`src/rtl/frustum_culling_tester_macros.svh`:
```
// Assertion macros for the frustum culling tester.
// Included by the top level; no other dependencies.
`ifndef FRUSTUM_CULLING_TESTER_MACROS_SVH
`define FRUSTUM_CULLING_TESTER_MACROS_SVH

// Implication checked at every clock edge outside reset.
`define FCT_ASSERT_IMPL(lbl, clk, rst_n, ante, cons, msg) \
	lbl: assert property (@(posedge clk) disable iff (!rst_n) (ante) |-> (cons)) \
		else $error(msg);

// Consequent checked in the cycle after the antecedent.
`define FCT_ASSERT_NEXT(lbl, clk, rst_n, ante, cons, msg) \
	lbl: assert property (@(posedge clk) disable iff (!rst_n) (ante) |=> (cons)) \
		else $error(msg);

`endif

```
`src/rtl/fct_pkg.sv`:
```
// Shared types and constants for the frustum culling tester.
// No dependencies.
`timescale 1ns / 1ps

package fct_pkg;

	localparam int COORD_W  = 32;
	localparam int CORNER_W = COORD_W + 1;
	localparam int PROD_W   = COORD_W + CORNER_W;
	localparam int FRAC_W   = 16;
	localparam int SUM_W    = PROD_W + 3;

	localparam logic [2:0] CMD_LOAD   = 3'd0;
	localparam logic [2:0] CMD_POINT  = 3'd1;
	localparam logic [2:0] CMD_SPHERE = 3'd2;
	localparam logic [2:0] CMD_CUBE   = 3'd3;
	localparam logic [2:0] CMD_BOX    = 3'd4;

	localparam logic [1:0] V_OUTSIDE  = 2'd0;
	localparam logic [1:0] V_STRADDLE = 2'd1;
	localparam logic [1:0] V_INSIDE   = 2'd2;

	typedef struct packed {
		logic [2:0]                cmd;
		logic [2:0]                plane_index;
		logic signed [COORD_W-1:0] coef_a;
		logic signed [COORD_W-1:0] coef_b;
		logic signed [COORD_W-1:0] coef_c;
		logic signed [COORD_W-1:0] coef_d;
		logic signed [COORD_W-1:0] near_x;
		logic signed [COORD_W-1:0] near_y;
		logic signed [COORD_W-1:0] near_z;
		logic signed [COORD_W-1:0] far_x_or_extent;
		logic signed [COORD_W-1:0] far_y;
		logic signed [COORD_W-1:0] far_z;
	} query_t;

	typedef struct packed {
		logic [1:0] verdict;
		logic [2:0] query_kind;
	} result_t;

	typedef struct packed {
		logic signed [COORD_W-1:0] a;
		logic signed [COORD_W-1:0] b;
		logic signed [COORD_W-1:0] c;
		logic signed [COORD_W-1:0] d;
	} plane_t;

	// Low and high coordinate per axis, plus the sphere radius (zero otherwise).
	typedef struct packed {
		logic signed [CORNER_W-1:0] x0;
		logic signed [CORNER_W-1:0] x1;
		logic signed [CORNER_W-1:0] y0;
		logic signed [CORNER_W-1:0] y1;
		logic signed [CORNER_W-1:0] z0;
		logic signed [CORNER_W-1:0] z1;
		logic signed [COORD_W-1:0]  radd;
	} corners_t;

	typedef struct packed {
		logic out_le;
		logic out_lt;
		logic min_lt;
	} plane_flags_t;

endpackage

```
`src/rtl/fct_plane_store.sv`:
```
// Plane equation registers, written one plane per load transaction.
// Depends on fct_pkg.
`timescale 1ns / 1ps

module fct_plane_store #(
	parameter int PLANE_COUNT = 6
) (
	input  logic            clk,
	input  logic            we,
	input  logic [2:0]      idx,
	input  fct_pkg::plane_t wdata,
	output fct_pkg::plane_t planes [PLANE_COUNT]
);
	import fct_pkg::*;

	plane_t plane_q [PLANE_COUNT];

	for (genvar p = 0; p < PLANE_COUNT; p++) begin : g_plane
		always_ff @(posedge clk) begin
			if (we && (32'(idx) == 32'(p))) begin
				plane_q[p] <= wdata;
			end
		end
		assign planes[p] = plane_q[p];
	end

endmodule

```
`config.mk`:
```
export PLATFORM = sky130hd
export DESIGN_NAME = fct_plane_store
export DESIGN_NICKNAME = d
export VERILOG_FILES = /design/src/rtl/frustum_culling_tester_macros.svh /design/src/rtl/fct_pkg.sv /design/src/rtl/fct_plane_store.sv
export SDC_FILE = /design/constraint.sdc
export NUM_CORES = 1
export LEC_CHECK = 0
export BUFFER_PORTS_ARGS = -buffer_cell sky130_fd_sc_hd__buf_2
export CAP_MARGIN = 10
export CORE_AREA = 2 2 352 354
export DETAILED_ROUTE_END_ITERATION = 10
export DIE_AREA = 0 0 354 356
export GPL_ROUTABILITY_DRIVEN = 0
export PLACE_DENSITY_LB_ADDON = 0.1
export SLEW_MARGIN = 10
export SYNTH_ARGS = -nofsm -noshare
export SYNTH_HDL_FRONTEND = slang
export SYNTH_SLANG_ARGS = --single-unit
```
`constraint.sdc`:
```
create_clock -name clk -period 20.6 [get_ports clk]
set_clock_uncertainty 0.15 [all_clocks]
set_input_delay 5.15 -clock clk [delete_from_list [all_inputs] [get_ports clk]]
set_output_delay 5.15 -clock clk [all_outputs]
set_load 0.03 [all_outputs]
```
==> results of run 1 <==
-- cells in the final DEF (no fill, tap or decap) --
cell and count:
clkbuf_1 19, and4bb_4 3, nor4b_4 1, buf_4 14
diode_2 1, bufinv_16 6, buf_2 900, clkinv_1 21
clkbuf_16 90, clkinv_16 2, clkinv_2 17, inv_6 4
clkinv_8 3, and4b_4 2, edfxtp_1 768, clkinvlp_4 3
-- kinds of logic (layout without fill, tap and decap cells) --
group         count (synthesis)  count (layout)  share of synthesized area, %
flops                       768             768                          99.7
buf+inv                       0            1079                             0
other cells                   0               1                             0
simple gates                  6               6                         0.324
-- layout make-up --
type,count,area [µm²]
multi-input combinational,6,100
antenna,1,2.50
fill,12517,90000
clock buffer,109,2320
timing repair buffer,914,4610
tap,1637,2050
clock inverter,56,510
sequential,768,23100
-- per-stage QoR --
stage               setup slack, ns  instances
global route                  13.49       3490
detailed placement            12.78       3325
finish                        13.57       3491
floorplan                      7.57        774
CTS                           13.52       3490
global placement              12.87       3325
-- critical path, cell delays in order --
cell and delay, ns:
buf_2 0.14, and4bb_4 0.89, buf_4 0.74
-- per-layer routing --
layer	routed length, µm	up-vias
met3	7530	119
li1	-	5224
met5	32	-
met4	2160	6
met2	40200	566
met1	26400	6212
-- synthesized netlist by cell type (all sizes together) --
| library cell | instances | area, µm² |
|---|---|---|
| nor4b | 1 | 15.0 |
| and4bb | 3 | 37.5 |
| and4b | 2 | 22.5 |
| edfxtp | 768 | 23100 |
-- final timing paths --
check	from	end	slack (ns)	depth (start not counted)
max	idx[1]	plane_q[4][59]	13.57	3
min	wdata[47]	plane_q[5][47]	4.60	1
-- where the power goes --
part | internal (µW) | total [µW] | switching (µW)
registers | 1770 | 1780 | 11.1
clock network | 882 | 1520 | 637
logic | 40.3 | 206 | 166
total | 2700 | 3510 | 814
==> results.md, run 1 <==
- Outcome: finished clean
- Largest net degree at the start of global routing: 57
- Pin slew with the least headroom to its limit: between 1 and 1.5 ns
- Post-CTS Hold Buffers: 0
- PwrDens: ~110 mW/mm²
- H-tree depth: 3
- Setup TNS: 0 ns
- Syn Area/Cell: 29.9 µm²
- Max Slew Vio Count: 0
- Die area: approximately 0.13 mm²
- Area delta synth->final: 41.1%
- Critical Path Start Type: primary input
- Crit path DAT: 7.14 ns
- Crit path required time: 20.71 ns
- Final #Nets: between 1500 and 2000
- DRC Markers: 0
- Port Buffer Count: 900
- Yosys warns: 0
- Final Setup Violations: 0
- Cell count after synthesis: 774
- First-pass iteration count of the detailed router: 4
- Most flops, register: plane_q
- Max reg flops: around 770
- GRT met2 Usage: about 21%
- Io pins: around 900
- VDD IR-drop max: 78.7 µV
- Post-synthesis cell type count: 4
- Post-synthesis register bit count: between 700 and 800
- Clock tree buffer depth: 3
- Grt met1 use: a little under an eighth
- Post-CTS setup repair buffer count: 0
- Crit Path Max Fanout: 51
- Total Wirelength: between 70000 and 80000 µm
- Share of cells above drive strength 1: a little under three fifths
- Hold/Removal Path Class: in2reg
- Vias in the first global route: between 10000 and 15000
- Max Freq: 142 MHz
- Initial core utilization: 18.9%
- Grt peak-use layer: met2
- Clk pin slew, worst setup/hold paths: 0.06 ns
- Global route overflow: 0
- Unrepaired setup endpoints after global routing: false
- Grt met3 use: ~5.2%
- DR iter-0 viols: about 700
- Period utilization: 34.1%
- Largest registers: plane_q: 768 flops
- Post-CTS resize count: 0
- Via count: 12127
- Num rows: roughly 130
- Final std cell area, no fill: around 0.033 mm²
- First-pass GRT wire length: just over 100000 µm
- Detailed Place HPWL: roughly 54000 µm
- Vias per cell: ~3.5
- Setup CP Type: in2reg
- Die Ht: roughly 360 µm
- Core area: about 0.12 mm²
- CTS Root Cell: clkbuf_16
- Worst hold slack: approximately 4.6 ns
- CTS Buf Count: 90
- CTS tree: built
- Number of antenna violations at the first check in global routing: 7
- Worst relative slew slack: 29.8%
- Total GRT Usage: between 10% and 20%
- Min Tclk post-route: around 7.0 ns
- Cell area after synthesis: approximately 0.023 mm²
- Total power: 3510 µW
- Sequential share of the synthesized area: between 90 and 100%
- Leakage power total: between 0.01 and 0.015 µW
- Post-layout util: between 20% and 30%
- Max cap viols: 0
- Routed Antenna Nets: 0
- Die X: 354 µm
- Final Hold Vio Count: 0
- Clock sink count: roughly 770
- Synth Net Count: around 910
- Area after DPL: 0.0298 mm²
- Per-cell routed wire length: between 20 and 25 µm
- Crit end category: register
Note: power is estimated with default switching activity, not from simulation.
==> run 2, diff against run 1 <==
CORE_AREA = 2 2 356 358   (was 2 2 352 354)
DIE_AREA = 0 0 358 360   (was 0 0 354 356)
clock period = 7.15 ns   (was 20.6 ns; I/O delays follow)
==> run 2 against run 1 <==
Compared with the run above:
- first-iteration DRC count is 18% higher
- clock-buffer cell count grew 6
- sequential cell count unchanged
- sequential share of layout area is 0.10 points lower
- hold slack worse by 3.4 ns
- worst setup slack got worse by 9.7 ns
- critical path depth unchanged
- final area up 0.15%
- critical path type unchanged
- largest cell class unchanged
- largest power group unchanged
==> results.md, run 2 (synthesis gave the netlist of run 1 again) <==
- CP Launch Point: idx[2]
- Area after DPL: 0.0299 mm² (+0.28%)
- Number of antenna violations at the first check in global routing: 6 (-1)
- Commonest non-fill, non-tap cell in the layout: buf_2
- Total GRT Usage: 11.6% (+0.059 points)
- Period utilization: 46.5%
- Sw power: 2340 µW (+190%)
- Vias per cell: 3.44 (-0.94%)
- Critical Path Start Type: primary input
- Initial core utilization: 18.5% (-0.34 points)
- Post-CTS Hold Buffers: 0 (unchanged)
- Port Buffer Count: 900 (unchanged)
- VDD IR-drop max: 177 µV (+120%)
- PwrDens: 310 mW/mm² (+190%)
- Max reg flops: 768 (unchanged)
- Core area: 0.125 mm² (+1.8%)
- Pin slew with the least headroom to its limit: 0.892 ns (-0.161 ns)
- Sequential power share: 50.7% (about the same)
- Beginning of the worst hold path: wdata[62]
- Max Freq: between 300 and 400 MHz
- DRC Markers: 0 (unchanged)
- Area delta synth->final: 41.3%
- Int Pwr: 7800 µW (+190%)
- Max cap viols: 0 (unchanged)
- Most flops, register: plane_q
- Final Hold Vio Count: 0 (unchanged)
- Most frequent cells in the layout: 900 x buf_2, 768 x edfxtp_1, 90 x clkbuf_16, 25 x clkbuf_1, 14 x clkinv_2
- Die X: 358 µm (+1.1%)
- Min Tclk post-route: ~3.3 ns
- Io pins: 901 (unchanged)
- Outcome: finished clean
- Detailed Place HPWL: 54800 µm (+2.0%)
- Clock tree buffer depth: 3 (unchanged)
- Final #Nets: 1911 (-0.10%)
- Crit path required time: 7.30 ns (-13.41 ns)
- First-pass iteration count of the detailed router: 5 (+1)
- Total Wirelength: 77800 µm (+2.1%)
- Num rows: 130 (+0.78%)
- Final Setup Violations: 0 (unchanged)
- Largest registers: plane_q: 768 flops
- Final std cell area, no fill: 0.0327 mm² (+0.15%)
- DR iter-0 viols: 819 (+18%)
- Clk pin slew, worst setup/hold paths: 0.06 ns (about the same)
- CTS Root Cell: clkbuf_16
- Post-CTS resize count: 0 (unchanged)
- Max Slew Vio Count: 0 (unchanged)
- Crit end category: register
- Total power: 10100 µW (+190%)
- Per-cell routed wire length: 22.2 µm (+1.8%)
- Switch share: 23.1% (-0.13 points)
- Share of cells above drive strength 1: 56.4% (about the same)
- Hold/Removal Path Class: in2reg
- Crit Path Max Fanout: 41 (-20%)
- Post-Layout Cell Count: 3500 (+0.26%)
- Routed Antenna Nets: 0 (unchanged)
- Clk pwr share: 43.4% (about the same)
- Die Ht: 360 µm (+1.1%)
- Leakage power total: 0.0120 µW (about the same)
- Setup TNS: 0 ns (unchanged)
- Crit path DAT: 3.47 ns (-3.67 ns)
- Worst hold slack: 1.22 ns (-3.38 ns)
- First-pass GRT wire length: 105000 µm (+1.8%)
- Die area: 0.129 mm² (+2.3%)
- CTS Buf Count: 89 (-1.1%)
- H-tree depth: 3 (unchanged)
- Clock sink count: 768 (unchanged)
- Worst relative slew slack: 40.5% (+11 points)
- CTS tree: built
- Vias in the first global route: 12752 (+1.5%)
- Setup CP Type: in2reg
- Combinational Power Share: 5.9% (about the same)
- Via count: 12044 (-0.68%)
- Largest net degree at the start of global routing: 96 (+68%)
- Post-CTS setup repair buffer count: 0 (unchanged)
- Unrepaired setup endpoints after global routing: false
- Global route overflow: 0 (unchanged)
- Fillers: 12798 (+2.2%)
- Dpl cells: 3337 (+0.36%)
[run 2: worst paths after layout]
kind,to,slack [ns],depth (start not counted)
hold / removal,plane_q[4][62],1.22,1
setup / recovery,plane_q[3][54],3.82,3
[run 2: power groups by stage]
| stage | logic, µW | registers, µW | clock network, µW |
|---|---|---|---|
| 6_report | 600 | 5140 | 4390 |
| 5_1_grt | 635 | 5150 | 4730 |
| 4_1_cts | 621 | 5140 | 4560 |
| 3_5_place_dp | 622 | 5240 | 0 |
| 3_3_place_gp | 622 | 5240 | 0 |
| 2_1_floorplan | 31.2 | 5520 | 0 |
[run 2: area by class of cell]
cell class / count / area, µm² / area share (%)
diodes: 3 / 7.51 / 0.0230
clock buffers: 115 / 2350 / 7.17
clock inverters: 45 / 447 / 1.37
multi-input cells: 6 / 100 / 0.306
flip-flops and latches: 768 / 23100 / 70.5
well taps: 1650 / 2060 / 6.31
repair buffers: 913 / 4680 / 14.3
[run 2: metrics by stage]
stage / worst slack, ns / util, %
final: 3.82 / 26.2
after global routing: 3.76 / 26.2
after CTS: 3.80 / 26.2
after detailed placement: 3.06 / 23.9
after global placement: 3.15 / 23.9
after floorplan: 0.634 / -
[run 2: metal layers]
metal  routed length, µm  track usage, %
met1               27300            11.9
met2               40100            20.4
met3                8720            6.10
met4                1710            3.17
met5                  13               0
[run 2: worst max-delay path, cell delays in order]
cell	delay, ns
buf_2	0.14
and4b_4	0.87
buf_4	0.56
==> run 3, diff against run 2 <==
clock period = 3.31 ns   (was 7.15 ns; I/O delays follow)
==> run 3 against run 2 <==
Compared with the run above:
- worst setup slack got worse by 2.8 ns
- combinational power rose by 120%
- hold slack got worse by 0.95 ns
- sequential cell count did not move
- final area rose by 0.93%
- sequential share of layout area fell by 0.65 points
- sequential power rose by 120%
- total power rose by 120%
- largest cell class unchanged
- largest power group unchanged
==> results.md, run 3 (synthesis gave the netlist of run 1 again) <==
- Clk pwr share: 43.5% (about the same)
- Max reg flops: 768 (unchanged)
- Post-CTS resize count: 0 (unchanged)
- Final Setup Violations: 0 (unchanged)
- Outcome: finished clean
- Commonest non-fill, non-tap cell in the layout: buf_2
- Setup CP Type: reg2out
- Worst relative slew slack: 53.6% (+13 points)
- Hold/Removal Path Class: in2reg
- Switch share: 22.9% (-0.19 points)
- Vias per cell: 3.45 (+0.28%)
- Crit end category: primary output
- Worst hold slack: 0.273 ns (-0.946 ns)
- CTS tree: built
- Area delta synth->final: 42.7%
- Final Hold Vio Count: 0 (unchanged)
- Unrepaired setup endpoints after global routing: false
- Largest net degree at the start of global routing: 80 (-17%)
- Die Ht: 360 µm (unchanged)
- CP delay by family, top: flip-flops
- Total GRT Usage: 11.6% (-0.027 points)
- Final std cell area, no fill: 0.0330 mm² (+0.93%)
- Sw power: 5020 µW (+110%)
- Clk pin slew, worst setup/hold paths: 0.07 ns (about the same)
- VDD IR-drop max: 350 µV (+98%)
- CTS Root Cell: clkbuf_16
- Worst-path cell chain: buf_2
- Ant. Diodes: 0 (-3)
- CTS Buf Count: 89 (unchanged)
- Clock tree buffer depth: 3 (unchanged)
- Routed Antenna Nets: 0 (unchanged)
- Critical Path Start Type: register
- Detailed Place HPWL: 56100 µm (+2.3%)
- Io pins: 901 (unchanged)
- Max incr delay on CP: 0.42 ns (-0.45 ns)
- Total power: 22000 µW (+120%)
- Number of antenna violations at the first check in global routing: 3 (-3)
- Post-CTS setup repair buffer count: 0 (unchanged)
- Global route overflow: 0 (unchanged)
- Initial core utilization: 18.5% (unchanged)
- Fillers: 12737 (-0.48%)
- Multi-input gate area: 100 µm² (unchanged)
- PwrDens: 666 mW/mm² (+110%)
- Max cap viols: 0 (unchanged)
- Vias in the first global route: 12629 (-0.96%)
- Total Wirelength: 78200 µm (+0.43%)
- Sequential power share: 50.6% (about the same)
- Flip-flop and latch area: 0.0231 mm² (unchanged)
- Min Tclk post-route: 2.27 ns
- Max Slew Vio Count: 0 (unchanged)
- Dpl cells: 3355 (+0.54%)
- Die area: 0.129 mm² (unchanged)
- Port Buffer Count: 900 (unchanged)
- Max Freq: ~440 MHz
- Slowest library cell on the worst path: edfxtp_1
- Most frequent cells in the layout: 900 x buf_2, 768 x edfxtp_1, 91 x clkbuf_16, 21 x clkinv_1, 16 x buf_12
- Worst Hold Path Cells: 1 (unchanged)
- Num rows: 130 (unchanged)
- Post-CTS Hold Buffers: 0 (unchanged)
- DR iter-0 viols: 695 (-15%)
- Crit path DAT: 1.29 ns (-2.18 ns)
- Share of cells above drive strength 1: 57.0% (+0.62 points)
- Leakage power total: 0.0121 µW (+1.2%)
- First-pass iteration count of the detailed router: 4 (-1)
- Crit path required time: 2.33 ns (-4.97 ns)
- Per-cell routed wire length: 22.3 µm (about the same)
- Bufs and invs on worst path: 1 (-1)
- Hold Path End: plane_q[5][85]
- DRC Markers: 0 (unchanged)
- Area after DPL: 0.0302 mm² (+0.87%)
- First-pass GRT wire length: 104000 µm (-0.18%)
- Largest registers: plane_q: 768 flops
- Post-Layout Cell Count: 3512 (+0.34%)
- Post-layout util: 26.4% (+0.24 points)
- Pin slew with the least headroom to its limit: 0.696 ns (-0.196 ns)
- Beginning of the worst hold path: wdata[85]
- Die X: 358 µm (unchanged)
- Int Pwr: 16900 µW (+120%)
- Core area: 0.125 mm² (unchanged)
- Combinational Power Share: 6.0% (about the same)
- Clock sink count: 768 (unchanged)
- Most flops, register: plane_q
- Crit Path Max Fanout: 1 (-98%)
- Via count: 12119 (+0.62%)
- H-tree depth: 3 (unchanged)
- Period utilization: approximately 69%
- Final #Nets: 1929 (+0.94%)
-- run 3: cell count changes in the layout (fill, tap and decap cells not counted), sizes merged --
cell      change
buf          +18
clkbuf       -12
clkinv       +10
inv           -4
diode         -3
clkinvlp      +2
bufinv        +1
-- run 3: power groups by stage --
stage / sequential [µW] / combinational (µW) / clock [µW]
floorplan: 11900 / 68.3 / 0
global placement: 11300 / 1360 / 0
detailed placement: 11300 / 1360 / 0
CTS: 11100 / 1350 / 9940
global route: 11100 / 1380 / 10300
finish: 11100 / 1310 / 9550
-- run 3: layout make-up --
cell class	instances	area share, %
Sequential cell	768	69.9
Multi-Input combinational cell	6	0.303
Clock inverter	54	1.58
Timing Repair Buffer	931	15.0
Clock buffer	103	7.04
Tap cell	1650	6.25
-- run 3: per-stage QoR --
step / TNS [ns] / setup WS [ns]
after floorplan: -287.48 / -2.25
after detailed placement: 0 / 0.735
after CTS: 0 / 0.912
after global placement: 0 / 0.759
after global routing: 0 / 0.956
final: 0 / 1.04
-- run 3: per-layer routing --
| layer | track usage [%] | routed length (µm) | up-vias |
|---|---|---|---|
| li1 | - | - | 5254 |
| met1 | 11.8 | 27300 | 6163 |
| met2 | 20.9 | 40900 | 599 |
| met3 | 5.06 | 7880 | 101 |
| met4 | 3.82 | 2100 | 2 |
| met5 | 0 | 20 | - |
-- run 3: how the worst max path moves through the flow --
stage	from	depth (start not counted)	slack [ns]	end
floorplan	idx[1]	1	-2.25	plane_q[0][0]
global placement	idx[2]	3	0.76	plane_q[1][74]
detailed placement	idx[2]	3	0.74	plane_q[1][113]
CTS	plane_q[0][109]	1	0.91	planes[749]
global route	plane_q[0][109]	1	0.96	planes[749]
finish	plane_q[0][45]	1	1.04	planes[685]
